## src/sv/swfd_pkg.sv

```systemverilog
// Shared types and constants for the sliding-window failure detector.
// No dependencies; every other file of the block but swfd_ram refers to this package.
`default_nettype none

package swfd_pkg;

	// Default sizes, handed to the top-level parameters
	localparam int FLOWS_DEF         = 64;
	localparam int MAX_THRESHOLD_DEF = 16;

	// Field widths fixed by the item format
	localparam int FLOW_W   = 6;
	localparam int TIME_W   = 32;
	localparam int COUNT_W  = 5;
	localparam int THRESH_W = 5;
	localparam int WINDOW_W = 17;

	// Configuration register map
	localparam int APB_ADDR_W  = 3;
	localparam int APB_DATA_W  = 32;
	localparam logic REG_THRESHOLD = 1'b0;
	localparam logic REG_WINDOW    = 1'b1;

	// Register reset values
	localparam logic [THRESH_W-1:0] THRESHOLD_RST = THRESH_W'(5);
	localparam logic [WINDOW_W-1:0] WINDOW_RST    = WINDOW_W'(60);

	// One input event
	typedef struct packed {
		logic [FLOW_W-1:0] flow_index;
		logic [TIME_W-1:0] event_time;
		logic              is_failure;
	} item_t;

	// One alert
	typedef struct packed {
		logic [FLOW_W-1:0]  alert_flow;
		logic [COUNT_W-1:0] alert_count;
	} result_t;

	// Live configuration seen by the datapath
	typedef struct packed {
		logic [THRESH_W-1:0] failure_threshold;
		logic [WINDOW_W-1:0] window_seconds;
	} cfg_t;

endpackage

`default_nettype wire

```

## src/sv/swfd_apb.sv

```systemverilog
// APB configuration registers: failure threshold and window length.
// Depends on swfd_pkg for the register map, reset values and cfg_t.
`default_nettype none

module swfd_apb (
	input  wire logic                               clk,
	input  wire logic                               arst_n,
	input  wire logic                               psel,
	input  wire logic                               penable,
	input  wire logic                               pwrite,
	input  wire logic [swfd_pkg::APB_ADDR_W-1:0]    paddr,
	input  wire logic [swfd_pkg::APB_DATA_W-1:0]    pwdata,
	output logic      [swfd_pkg::APB_DATA_W-1:0]    prdata,
	output logic                                    pready,
	output swfd_pkg::cfg_t                          cfg
);

	logic [swfd_pkg::THRESH_W-1:0] threshold_q;
	logic [swfd_pkg::WINDOW_W-1:0] window_q;
	logic                          wr_xfer;
	logic                          reg_sel;

	assign pready  = 1'b1;
	assign wr_xfer = psel & penable & pwrite;
	assign reg_sel = paddr[2];

	// Write registers on a completed write transfer
	always_ff @(posedge clk or negedge arst_n) begin
		if (!arst_n) begin
			threshold_q <= swfd_pkg::THRESHOLD_RST;
			window_q    <= swfd_pkg::WINDOW_RST;
		end else if (wr_xfer) begin
			unique case (reg_sel)
				swfd_pkg::REG_THRESHOLD: threshold_q <= pwdata[swfd_pkg::THRESH_W-1:0];
				swfd_pkg::REG_WINDOW:    window_q    <= pwdata[swfd_pkg::WINDOW_W-1:0];
				default:                 threshold_q <= threshold_q;
			endcase
		end
	end

	// Read back
	always_comb begin
		unique case (reg_sel)
			swfd_pkg::REG_THRESHOLD: prdata = swfd_pkg::APB_DATA_W'(threshold_q);
			swfd_pkg::REG_WINDOW:    prdata = swfd_pkg::APB_DATA_W'(window_q);
			default:                 prdata = '0;
		endcase
	end

	assign cfg.failure_threshold = threshold_q;
	assign cfg.window_seconds    = window_q;

endmodule

`default_nettype wire

```

## config.mk

```make
export PLATFORM = sky130hd
export DESIGN_NAME = swfd_apb
export DESIGN_NICKNAME = d
export VERILOG_FILES = /design/src/sv/swfd_pkg.sv /design/src/sv/swfd_apb.sv
export SDC_FILE = /design/constraint.sdc
export NUM_CORES = 1
export LEC_CHECK = 0
export BUFFER_PORTS_ARGS = -buffer_cell sky130_fd_sc_hd__buf_2
export CELL_PAD_IN_SITES_DETAIL_PLACEMENT = 0
export CELL_PAD_IN_SITES_GLOBAL_PLACEMENT = 1
export CORE_MARGIN = 4
export CORE_UTILIZATION = 25
export CTS_CLUSTER_SIZE = 14
export DETAILED_ROUTE_END_ITERATION = 12
export PLACE_DENSITY_LB_ADDON = 0.3
export SLEW_MARGIN = 20
export SYNTH_ARGS = -nofsm -noshare
export SYNTH_HDL_FRONTEND = slang
export SYNTH_SLANG_ARGS = --single-unit
```

## constraint.sdc

```tcl
create_clock -name clk -period 0.8 [get_ports clk]
set_input_delay 0.08 -clock clk [delete_from_list [all_inputs] [get_ports clk]]
set_output_delay 0.08 -clock clk [all_outputs]
set_load 0.1 [all_outputs]
```

==> results.tsv <==
stage	metric	value	unit
floorplan	Die ar.	5787	sq um
routing	total vias in the final route	945	
yosys	count of cell types in the netlist	11	
run_status	status	complete, but fails checks	
cts	CTS Buf Count	3	
yosys	Synth Cell Area	1159	sq um
global_routing	vias in the first global route	1080	
yosys	mean post-synth cell area	13.79	sq um
timing	Hold WS	44.80	ps
critical_path	CP bufs+invs	1	
placed_design	PortBufs	61	
timing	crit path time final	1296	ps
routing	1st-pass router iterations	2	
floorplan	core area	4414	sq um
cells_and_area	area growth from synthesis to layout	128.6	%
routing	DRC Markers	0	
cells_and_area	most frequent cells in the layout	buf_12 (42), mux2_4 (27), buf_6 (25), buf_2 (21)	
global_routing	initial antenna violation count	0	
timing	final slew viol count	0	
critical_path	WS Path Type	reg -> out	
critical_path	startpoint types	flop	
floorplan	Die Ht	76.08	um
critical_path	Cell Chain, Critical Path	mux2_4 -> buf_12	
critical_path	endpoint class of the critical path	primary output	
power	Net Sw Frac	49.91	%
cts	Clock Latency Late Sink	260	ps
floorplan	I/O pins	95	
run	Max Cap Viol	0	
cells_and_area	commonest non-fill, non-tap cell in the layout	buf_12	
timing	Final setup viols	61	
global_routing	all-layer global routing usage	12.24	%
placed_design	pre-CTS setup slack	-216.2	ps
critical_path	crit-path max cell delay	630	ps
yosys	Yosys warnings	0	
power	Pint	4.571	mW
hold_path	hold crit path type	in -> reg	
global_routing	largest net degree at the start of global routing	23	
cells_and_area	Ant. Diodes	0	
critical_path	CP delay by family, top	flip-flops	
global_routing	first-pass GRT wire length	5754	um
timing	period utilisation layout	162.0	%
power	Pwr per Cell Area	3446	nW/um^2
power	Sequential Power Share	19.8	%
yosys	Syn Inst Count	84	
timing	RSZ-0062 raised after global routing	yes	
cells_and_area	fraction of layout cells with a size suffix above 1	89.44	%
placed_design	Final GP Congestion	0.6919	
cts	clock input transition at the sequential cells of the worst setup and hold paths	80	ps
power	switching power total	4.555	mW
global_routing	grt total ovfl	0	
power	P_leak	1.284	nW
power	Clk network pwr share	7.8	%
power	VDD IR-drop max	1.683	mV
critical_path	CP max-delay cell	dfstp_4	
floorplan	row cnt	24	
cells_and_area	fin nets	221	
cts	CTS tree	done	
routing	metal2 WL	2025	um
floorplan	Starting Density	26.25	%
power	Gate power share	72.4	%
run_status	failing checks	negative setup slack	
yosys	number of synthesized register bits	22	
timing	setup slack after layout	-495.9	ps
placed_design	Post-DP HPWL	2742	um
routing	drt first-iter violations	13	
critical_path	largest fanout on the critical path	3	
routing	max layer used	met4	
routing	M1 wire length	1183	um
timing	Max Clock Freq	0.7717	GHz
cts	worst-case clock buffer depth	2	
floorplan	die boundary width	76.08	um
routing	routed wire length	3413	um
timing	Fin. Hold Viols	0	
routing	Detail Route Antenna Nets	0	
cts	Clock Tree Root	clkbuf_8	
routing	WL/cell	14.71	um
yosys	post-synthesis sequential area ratio	48.16	%
cts	clk sinks	22	
critical_path	CP arrival	1220	ps
routing	Vias per Instance	4.073	
timing	clk_skew	0	ps
cts	H-tree levels	1	
critical_path	WP data required	720	ps
routing	routed wl met3	161	um
## sequential cells by signal, indices dropped and copies added (netlist names)
signal / cells
window_q: 17
threshold_q: 5
## final timing paths
| path | end | slack (ps) | start | depth (start not counted) |
|---|---|---|---|---|
| min in group asynchronous | window_q[16] | 270 | arst_n | 2 |
| setup / recovery | prdata[2] | -500 | window_q[2] | 2 |
| hold reg to reg | window_q[15] | 590 | window_q[15] | 1 |
| max in group asynchronous | window_q[5] | 250 | arst_n | 2 |
| setup reg to reg | threshold_q[3] | -270 | threshold_q[3] | 3 |
| hold / removal | window_q[6] | 40 | pwdata[6] | 2 |
## cell type report
cell class	count	area, sq um
timing repair buffer	97	1297
clock buffer	4	45.04
multi-input combinational	57	600.6
fill	355	1765
tap	52	65.06
sequential	22	640.6
## cell families after synthesis
| kind of cell | share of synthesized area (%) |
|---|---|
| buffers and inverters | 12.63 |
| flip-flops | 48.16 |
| multiplexers | 29.48 |
| other | 0.6482 |
| AND/OR/NAND/NOR | 9.071 |
## Yosys cell counts, drive strengths merged
cell type	number	area, sq um
clkbuf	1	3.750
conb	2	7.510
and2	12	75.07
buf	18	142.6
nand4b	1	8.760
mux2	27	341.6
dfstp	6	157.7
nand4	1	21.27
dfrtp	16	400.4
## layer usage
metal	global-route usage, %	up-vias
met5	0	-
met4	4.720	0
met3	2.009	4
met2	23.80	32
met1	12.83	468
li1	-	441
## power by group through the flow
stage | sequential, mW | combinational (mW) | clock (mW)
finish | 1.81 | 6.61 | 0.709
global route | 1.84 | 6.79 | 0.785
CTS | 1.81 | 6.58 | 0.740
detailed placement | 1.79 | 6.32 | 0
global placement | 1.76 | 6.28 | 0
floorplan | 3.63 | 2.09 | 0
## per-stage QoR
| step | setup TNS (ps) | total power, mW | util (%) | instance area (sq um) | cells |
|---|---|---|---|---|---|
| after floorplan | -10680 | 5.724 | - | 1380 | 98 |
| after global placement | -6553 | 8.042 | 55.22 | 2437 | 220 |
| after detailed placement | -6757 | 8.114 | 55.22 | 2437 | 220 |
| after CTS | -16620 | 9.135 | 59.35 | 2620 | 229 |
| after global routing | -18030 | 9.413 | 60.01 | 2649 | 232 |
| final | -16550 | 9.127 | 60.01 | 2649 | 232 |
## repair_timing
action,in CTS,in global routing
buffers inserted,4,8
gates resized for setup,26,7
hold endpoints to repair,16,0
pin swaps,12,0
setup endpoints to repair,61,77
hold buffers,1,0
No activity file was read; power rests on OpenSTA's default activity.
