File: src/sv/swfd_pkg.sv
// Shared types and constants for the sliding-window failure detector.
// No dependencies; every other file of the block but swfd_ram refers to this package.
`default_nettype none

package swfd_pkg;

	// Default sizes, handed to the top-level parameters
	localparam int FLOWS_DEF         = 64;
	localparam int MAX_THRESHOLD_DEF = 16;

	// Field widths fixed by the item format
	localparam int FLOW_W   = 6;
	localparam int TIME_W   = 32;
	localparam int COUNT_W  = 5;
	localparam int THRESH_W = 5;
	localparam int WINDOW_W = 17;

	// Configuration register map
	localparam int APB_ADDR_W  = 3;
	localparam int APB_DATA_W  = 32;
	localparam logic REG_THRESHOLD = 1'b0;
	localparam logic REG_WINDOW    = 1'b1;

	// Register reset values
	localparam logic [THRESH_W-1:0] THRESHOLD_RST = THRESH_W'(5);
	localparam logic [WINDOW_W-1:0] WINDOW_RST    = WINDOW_W'(60);

	// One input event
	typedef struct packed {
		logic [FLOW_W-1:0] flow_index;
		logic [TIME_W-1:0] event_time;
		logic              is_failure;
	} item_t;

	// One alert
	typedef struct packed {
		logic [FLOW_W-1:0]  alert_flow;
		logic [COUNT_W-1:0] alert_count;
	} result_t;

	// Live configuration seen by the datapath
	typedef struct packed {
		logic [THRESH_W-1:0] failure_threshold;
		logic [WINDOW_W-1:0] window_seconds;
	} cfg_t;

endpackage

`default_nettype wire

File: src/sv/swfd_ctrl.sv
// Sequencer: reads a flow's ring pointers, appends the timestamp, pops expired entries
// one per cycle and writes the pointers back. Depends on swfd_pkg; drives both RAMs.
`default_nettype none

module swfd_ctrl #(
	parameter int FLOWS         = swfd_pkg::FLOWS_DEF,
	parameter int MAX_THRESHOLD = swfd_pkg::MAX_THRESHOLD_DEF,
	localparam int HW = $clog2(MAX_THRESHOLD),
	localparam int CW = $clog2(MAX_THRESHOLD + 1),
	localparam int PW = HW + CW,
	localparam int FW = (FLOWS > 1) ? $clog2(FLOWS) : 1,
	localparam int RD = FLOWS * MAX_THRESHOLD,
	localparam int RW = (RD > 1) ? $clog2(RD) : 1
) (
	input  wire logic                          clk,
	input  wire logic                          arst_n,
	input  wire logic                          start,
	output logic                               busy,
	input  wire swfd_pkg::item_t               item,
	output logic                               result_strobe,
	output swfd_pkg::result_t                  result,
	input  wire swfd_pkg::cfg_t                cfg,
	// flow pointer memory
	output logic                               ptr_we,
	output logic [FW-1:0]                      ptr_waddr,
	output logic [PW-1:0]                      ptr_wdata,
	output logic [FW-1:0]                      ptr_raddr,
	input  wire logic [PW-1:0]                 ptr_rdata,
	// timestamp ring memory
	output logic                               ring_we,
	output logic [RW-1:0]                      ring_waddr,
	output logic [swfd_pkg::TIME_W-1:0]        ring_wdata,
	output logic [RW-1:0]                      ring_raddr,
	input  wire logic [swfd_pkg::TIME_W-1:0]   ring_rdata
);

	typedef enum logic [1:0] {
		ST_CLEAR,
		ST_IDLE,
		ST_APPEND,
		ST_PRUNE
	} state_t;

	state_t                      state_q;
	logic [FW-1:0]               clr_q;
	logic [FW-1:0]               flow_q;
	logic [swfd_pkg::TIME_W-1:0] now_q;
	logic [HW-1:0]               head_q;
	logic [CW-1:0]               count_q;
	logic                        result_strobe_q;
	swfd_pkg::result_t           result_q;

	logic                        accept;
	logic                        take;
	logic [31:0]                 flow_ext;
	logic [FW-1:0]               in_flow;
	logic [HW-1:0]               head_r;
	logic [CW-1:0]               count_r;
	logic                        full;
	logic [HW:0]                 pos_sum;
	logic [HW-1:0]               wpos;
	logic [HW-1:0]               head_n;
	logic [CW-1:0]               count_n;
	logic [HW-1:0]               head_inc_q;
	logic [swfd_pkg::TIME_W-1:0] age;
	logic                        drop;
	logic                        alert;

	function automatic logic [HW-1:0] head_inc(input logic [HW-1:0] h);
		head_inc = (h == HW'(MAX_THRESHOLD - 1)) ? '0 : h + HW'(1);
	endfunction

	function automatic logic [RW-1:0] slot(input logic [FW-1:0] f, input logic [HW-1:0] p);
		slot = RW'(RW'(f) * RW'(MAX_THRESHOLD)) + RW'(p);
	endfunction

	assign busy     = (state_q != ST_IDLE);
	assign accept   = start & (state_q == ST_IDLE);
	assign flow_ext = 32'(item.flow_index);
	assign in_flow  = flow_ext[FW-1:0];
	assign take     = accept & item.is_failure & (flow_ext < 32'(FLOWS));

	// Append: place the new stamp after the newest, or over the oldest when full
	assign {head_r, count_r} = ptr_rdata;
	assign full    = (count_r == CW'(MAX_THRESHOLD));
	assign pos_sum = {1'b0, head_r} + (HW + 1)'(count_r);
	assign wpos    = full ? head_r
	               : (pos_sum >= (HW + 1)'(MAX_THRESHOLD))
	                 ? HW'(pos_sum - (HW + 1)'(MAX_THRESHOLD)) : HW'(pos_sum);
	assign head_n  = full ? head_inc(head_r) : head_r;
	assign count_n = full ? count_r : count_r + CW'(1);

	// Prune: the last entry is the new stamp and never expires
	assign head_inc_q = head_inc(head_q);
	assign age        = now_q - ring_rdata;
	assign drop       = (count_q > CW'(1)) && (age > swfd_pkg::TIME_W'(cfg.window_seconds));
	assign alert      = 32'(count_q) >= 32'(cfg.failure_threshold);

	// Memory port control
	always_comb begin
		ptr_we     = 1'b0;
		ptr_waddr  = flow_q;
		ptr_wdata  = {head_q, count_q};
		ptr_raddr  = in_flow;
		ring_we    = 1'b0;
		ring_waddr = slot(flow_q, wpos);
		ring_wdata = now_q;
		ring_raddr = slot(flow_q, head_inc_q);
		unique case (state_q)
			ST_CLEAR: begin
				ptr_we    = 1'b1;
				ptr_waddr = clr_q;
				ptr_wdata = '0;
			end
			ST_IDLE: begin
				ptr_raddr = in_flow;
			end
			ST_APPEND: begin
				ring_we    = 1'b1;
				ring_raddr = slot(flow_q, head_n);
			end
			ST_PRUNE: begin
				if (!drop) begin
					ptr_we    = 1'b1;
					ptr_wdata = alert ? '0 : {head_q, count_q};
				end
			end
			default: begin
				ptr_we = 1'b0;
			end
		endcase
	end

	// Sequencer state and registered result
	always_ff @(posedge clk or negedge arst_n) begin
		if (!arst_n) begin
			state_q         <= ST_CLEAR;
			clr_q           <= '0;
			result_strobe_q <= 1'b0;
		end else begin
			// raise the strobe only at the end of a prune pass that alerts
			result_strobe_q <= (state_q == ST_PRUNE) && !drop && alert;
			unique case (state_q)
				ST_CLEAR: begin
					clr_q <= clr_q + FW'(1);
					if (clr_q == FW'(FLOWS - 1)) begin
						state_q <= ST_IDLE;
					end
				end
				ST_IDLE: begin
					if (take) begin
						flow_q  <= in_flow;
						now_q   <= item.event_time;
						state_q <= ST_APPEND;
					end
				end
				ST_APPEND: begin
					head_q  <= head_n;
					count_q <= count_n;
					state_q <= ST_PRUNE;
				end
				ST_PRUNE: begin
					if (drop) begin
						head_q  <= head_inc_q;
						count_q <= count_q - CW'(1);
					end else begin
						result_q.alert_flow  <= swfd_pkg::FLOW_W'(32'(flow_q));
						result_q.alert_count <= swfd_pkg::COUNT_W'(32'(count_q));
						state_q              <= ST_IDLE;
					end
				end
				default: begin
					state_q <= ST_IDLE;
				end
			endcase
		end
	end

	assign result_strobe = result_strobe_q;
	assign result        = result_q;

	// An alert only leaves the end of a prune pass
	a_strobe_after_prune: assert property (@(posedge clk) disable iff (!arst_n)
		result_strobe_q |-> $past(state_q) == ST_PRUNE)
		else $error("alert without a prune pass");

	// A flow under pruning always holds the new stamp and never more than a full ring
	a_count_range: assert property (@(posedge clk) disable iff (!arst_n)
		state_q == ST_PRUNE |-> (count_q != '0) && (count_q <= CW'(MAX_THRESHOLD)))
		else $error("ring count out of range");

	// Ring position stays inside the ring
	a_head_range: assert property (@(posedge clk) disable iff (!arst_n)
		state_q == ST_PRUNE |-> head_q <= HW'(MAX_THRESHOLD - 1))
		else $error("ring head out of range");

	// A reported count is never zero
	a_count_nonzero: assert property (@(posedge clk) disable iff (!arst_n)
		result_strobe_q |-> result_q.alert_count != '0)
		else $error("alert with zero count");

endmodule

`default_nettype wire

File: config.mk
export PLATFORM = sky130hd
export DESIGN_NAME = swfd_ctrl
export DESIGN_NICKNAME = d
export VERILOG_FILES = /design/src/sv/swfd_pkg.sv /design/src/sv/swfd_ctrl.sv
export SDC_FILE = /design/constraint.sdc
export NUM_CORES = 1
export LEC_CHECK = 0
export ABC_AREA = 1
export BUFFER_PORTS_ARGS = -buffer_cell sky130_fd_sc_hd__clkbuf_2
export CAP_MARGIN = 20
export CORE_MARGIN = 5
export CORE_UTILIZATION = 48
export CTS_BUF_LIST = sky130_fd_sc_hd__clkbuf_16
export CTS_CLUSTER_DIAMETER = 40
export DETAILED_ROUTE_END_ITERATION = 10
export PLACE_DENSITY = 0.76
export SLEW_MARGIN = 10
export SYNTH_ARGS = -nofsm -noshare
export SYNTH_HDL_FRONTEND = slang
export SYNTH_SLANG_ARGS = --single-unit
export TNS_END_PERCENT = 1
File: constraint.sdc
create_clock -name clk -period 5.3 [get_ports clk]
set_clock_uncertainty 0.2 [all_clocks]
set_input_delay 0.53 -clock clk [delete_from_list [all_inputs] [get_ports clk]]
set_output_delay 0.53 -clock clk [all_outputs]
set_load 0.01 [all_outputs]
==> flow_metrics.py <==
metrics = {
    "status": {
        "status": "completed",
    },
    "final_layout": {
        "mostFrequentLayoutCells": "273 x nand2_1, 192 x clkbuf_2, 190 x inv_1",
        "final_common_cell": "nand2_1",
        "final_nets": 1243,
        "area_growth_pct": 22.7,
        "drive_gt1_share_pct": 22.6,
        "antenna_cells": 0,
    },
    "die": {
        "ios": 193,
        "fp-row-count": 41,
        "coreArea_um2": 12700,
        "die_area_um2": 15300,
        "fp.dieW_um": 124,
        "dieHeight_um": 124,
        "start_util_pct": 49.1,
    },
    "pwr": {
        "power_uw": 1450,
        "peakVddDrop_uv": 121,
        "power_density_nw_per_um2": 189,
        "p_leak_uw": 0.00432,
    },
    "global_routing": {
        "track_usage_pct": 21.9,
        "antenna_found_initial": 0,
        "grt_max_degree": 39,
        "grt_pass1_vias": 5799,
        "grt_overflow": 0,
        "grt_pass1_wl_mm": 26.4,
    },
    "timing": {
        "fin_crit_sh_pct": 85.9,
        "timing.fmax_mhz": 220,
        "tns_ns": 0,
        "rsz0062_at_grt": "false",
        "setup_ws_ns": 0.747,
        "setup_viol": 0,
        "finalHoldViolations": 0,
        "finalMaxSlewViolations": 0,
        "maxSlewHeadroom_pct": 40.5,
        "tightest_slew_ns": 0.893,
        "min_period_ns": 4.55,
    },
    "critical_path": {
        "path_class": "reg2out",
        "worstPathRequired_ns": 4.57,
        "critPathMaxFanout": 11,
        "arrival_ns": 3.82,
        "worstSetupEndpointType": "output port",
        "r2r_slack_ns": 0.88,
        "critPathLaunchType": "flop",
    },
    "clock_tree": {
        "cts_tree": "done",
        "clock-sinks": 67,
        "cts_buffer_depth": 2,
        "clk_pin_slew_ns": 0.06,
        "ctsRootBufferMaster": "clkbuf_16",
        "cts_buffers": 9,
        "clock_latency_ns": 0.33,
        "cts_setup_buffers": 0,
        "cts_max_level": 3,
    },
    "placed_design": {
        "pre_cts_slack_ns": 0.709,
        "dpl.hpwl_mm": 14.2,
        "port_buffers": 192,
        "place_congestion": 0.923,
    },
    "logic_synthesis": {
        "yosysSeqAreaShare_pct": 31.6,
        "ys_seq_elements": 67,
        "synth-async-reset-ratio_pct": 13.4,
        "netlist_area_um2": 6220,
        "avgSynthCellArea_um2": 7.07,
        "synthDistinctLibCells": 38,
        "ys_warn_count": 0,
        "ys.flop_type": "edfxtp_1",
        "synth_edf_count": 58,
        "postSynthNetCount": 1054,
        "synthCells": 879,
    },
    "worst_hold_path": {
        "min_path_type": "in2reg",
    },
    "flow_run": {
        "max_cap_violations": 0,
    },
    "detailed_routing": {
        "antenna_left": 0,
        "dr.pass1.iters": 5,
        "drt_iter0_drc": 252,
        "routedWlPerCell_um": 13.4,
        "drc_errors": 0,
        "routed_wl_mm": 16.7,
        "via_per_inst": 4.85,
        "vias": 6044,
    },
}
==> Yosys cell counts (all sizes together), types with 2 or more instances <==
cell | n | share of area, %
o21ai | 27 | 2.2
a21oi | 44 | 3.7
fa | 2 | 0.64
and2 | 5 | 0.56
o21bai | 7 | 0.85
nand4 | 10 | 1.0
dfrtp | 9 | 3.6
nor3 | 6 | 0.64
buf | 14 | 1.8
nand2 | 283 | 17
clkbuf | 3 | 0.18
edfxtp | 58 | 28
xor2 | 24 | 3.4
nor2 | 63 | 4.1
inv | 190 | 11
xnor2 | 4 | 0.56
a21o | 4 | 0.48
ha | 68 | 14
a21boi | 3 | 0.42
nand3 | 47 | 4.3
==> path summary, 6_finish.rpt <==
check / cells past startpoint / startpoint / end
setup reg to reg: 22 / ring_wdata[0] / count_q[3]
min in group asynchronous: 2 / arst_n / clr_q[0]
hold reg to reg: 0 / flow_q[2] / result[7]
max in group asynchronous: 2 / arst_n / state_q[0]
setup / recovery: 23 / ring_wdata[0] / ptr_wdata[6]
hold / removal: 1 / item[30] / ring_wdata[29]
==> sequential cells by signal (all words and copies together) (netlist names) <==
name / flops
clr_q: 6
ring_wdata: 32
count_q: 5
head_q: 4
result_strobe: 1
state_q: 2
flow_q: 6
result: 11
==> metal layers <==
| metal | global-route usage (%) | part of all wire [%] |
|---|---|---|
| met5 | 0 | 0 |
| met4 | 6.64 | 1.6 |
| met3 | 3.00 | 5.0 |
| met2 | 40.9 | 52 |
| met1 | 25.7 | 41 |
==> layout make-up <==
| type | instances | area, µm² |
|---|---|---|
| clock inverters | 5 | 33.8 |
| repair buffers | 195 | 1010 |
| fillers | 1236 | 5040 |
| well taps | 172 | 215 |
| clock buffers | 11 | 275 |
| multi-input cells | 604 | 3420 |
| flip-flops and latches | 67 | 1970 |
| inverters | 191 | 717 |
==> critical path: stages (launching register included) <==
cell      delay, ns
edfxtp_1       0.34
inv_1          0.05
ha_1           0.22
fa_1           0.40
inv_1          0.12
nand3_1        0.08
nand3_1        0.16
nand2_1        0.09
nand3_2        0.12
xor2_1         0.28
ha_1           0.17
nand2_1        0.06
nor3_1         0.22
nand2_1        0.08
nand2_1        0.06
a21oi_1        0.06
nand2_1        0.05
nand2_1        0.05
nand2_1        0.09
nor2_2         0.04
nand3_2        0.10
nand3_2        0.21
a21boi_1       0.26
clkbuf_2       0.17
==> stage by stage <==
stage	area, µm²	hold slack [ns]	utilization, %	std cells
after floorplan	6220	0.0344	-	879
after global routing	7630	0.160	60.2	1245
final	7630	0.174	60.2	1245
after detailed placement	7280	0.206	57.5	1227
after CTS	7600	0.160	60.0	1244
after global placement	7280	0.214	57.5	1227
==> timing repair <==
action                                 CTS  global route
hold buffers                             1             0
resized for setup                        0             0
endpoints found under the hold margin    9             0
==> cell families after synthesis <==
| kind of cell | after synthesis | share of synthesized area, % |
|---|---|---|
| AOI/OAI and AO/OA | 90 | 8.25 |
| xor gates and xnor gates | 28 | 3.94 |
| adders and majority gates | 70 | 14.3 |
| buffers and inverters | 208 | 13.5 |
| DFF | 67 | 31.6 |
| and+or+nand+nor | 416 | 28.3 |
==> power breakdown <==
part / leakage [µW] / internal (µW) / switching (µW)
logic: 0.00353 / 114 / 162
clock network: 0.000154 / 373 / 224
registers: 0.000632 / 572 / 0
total: 0.00432 / 1060 / 385
(Power assumes the default switching activity.)
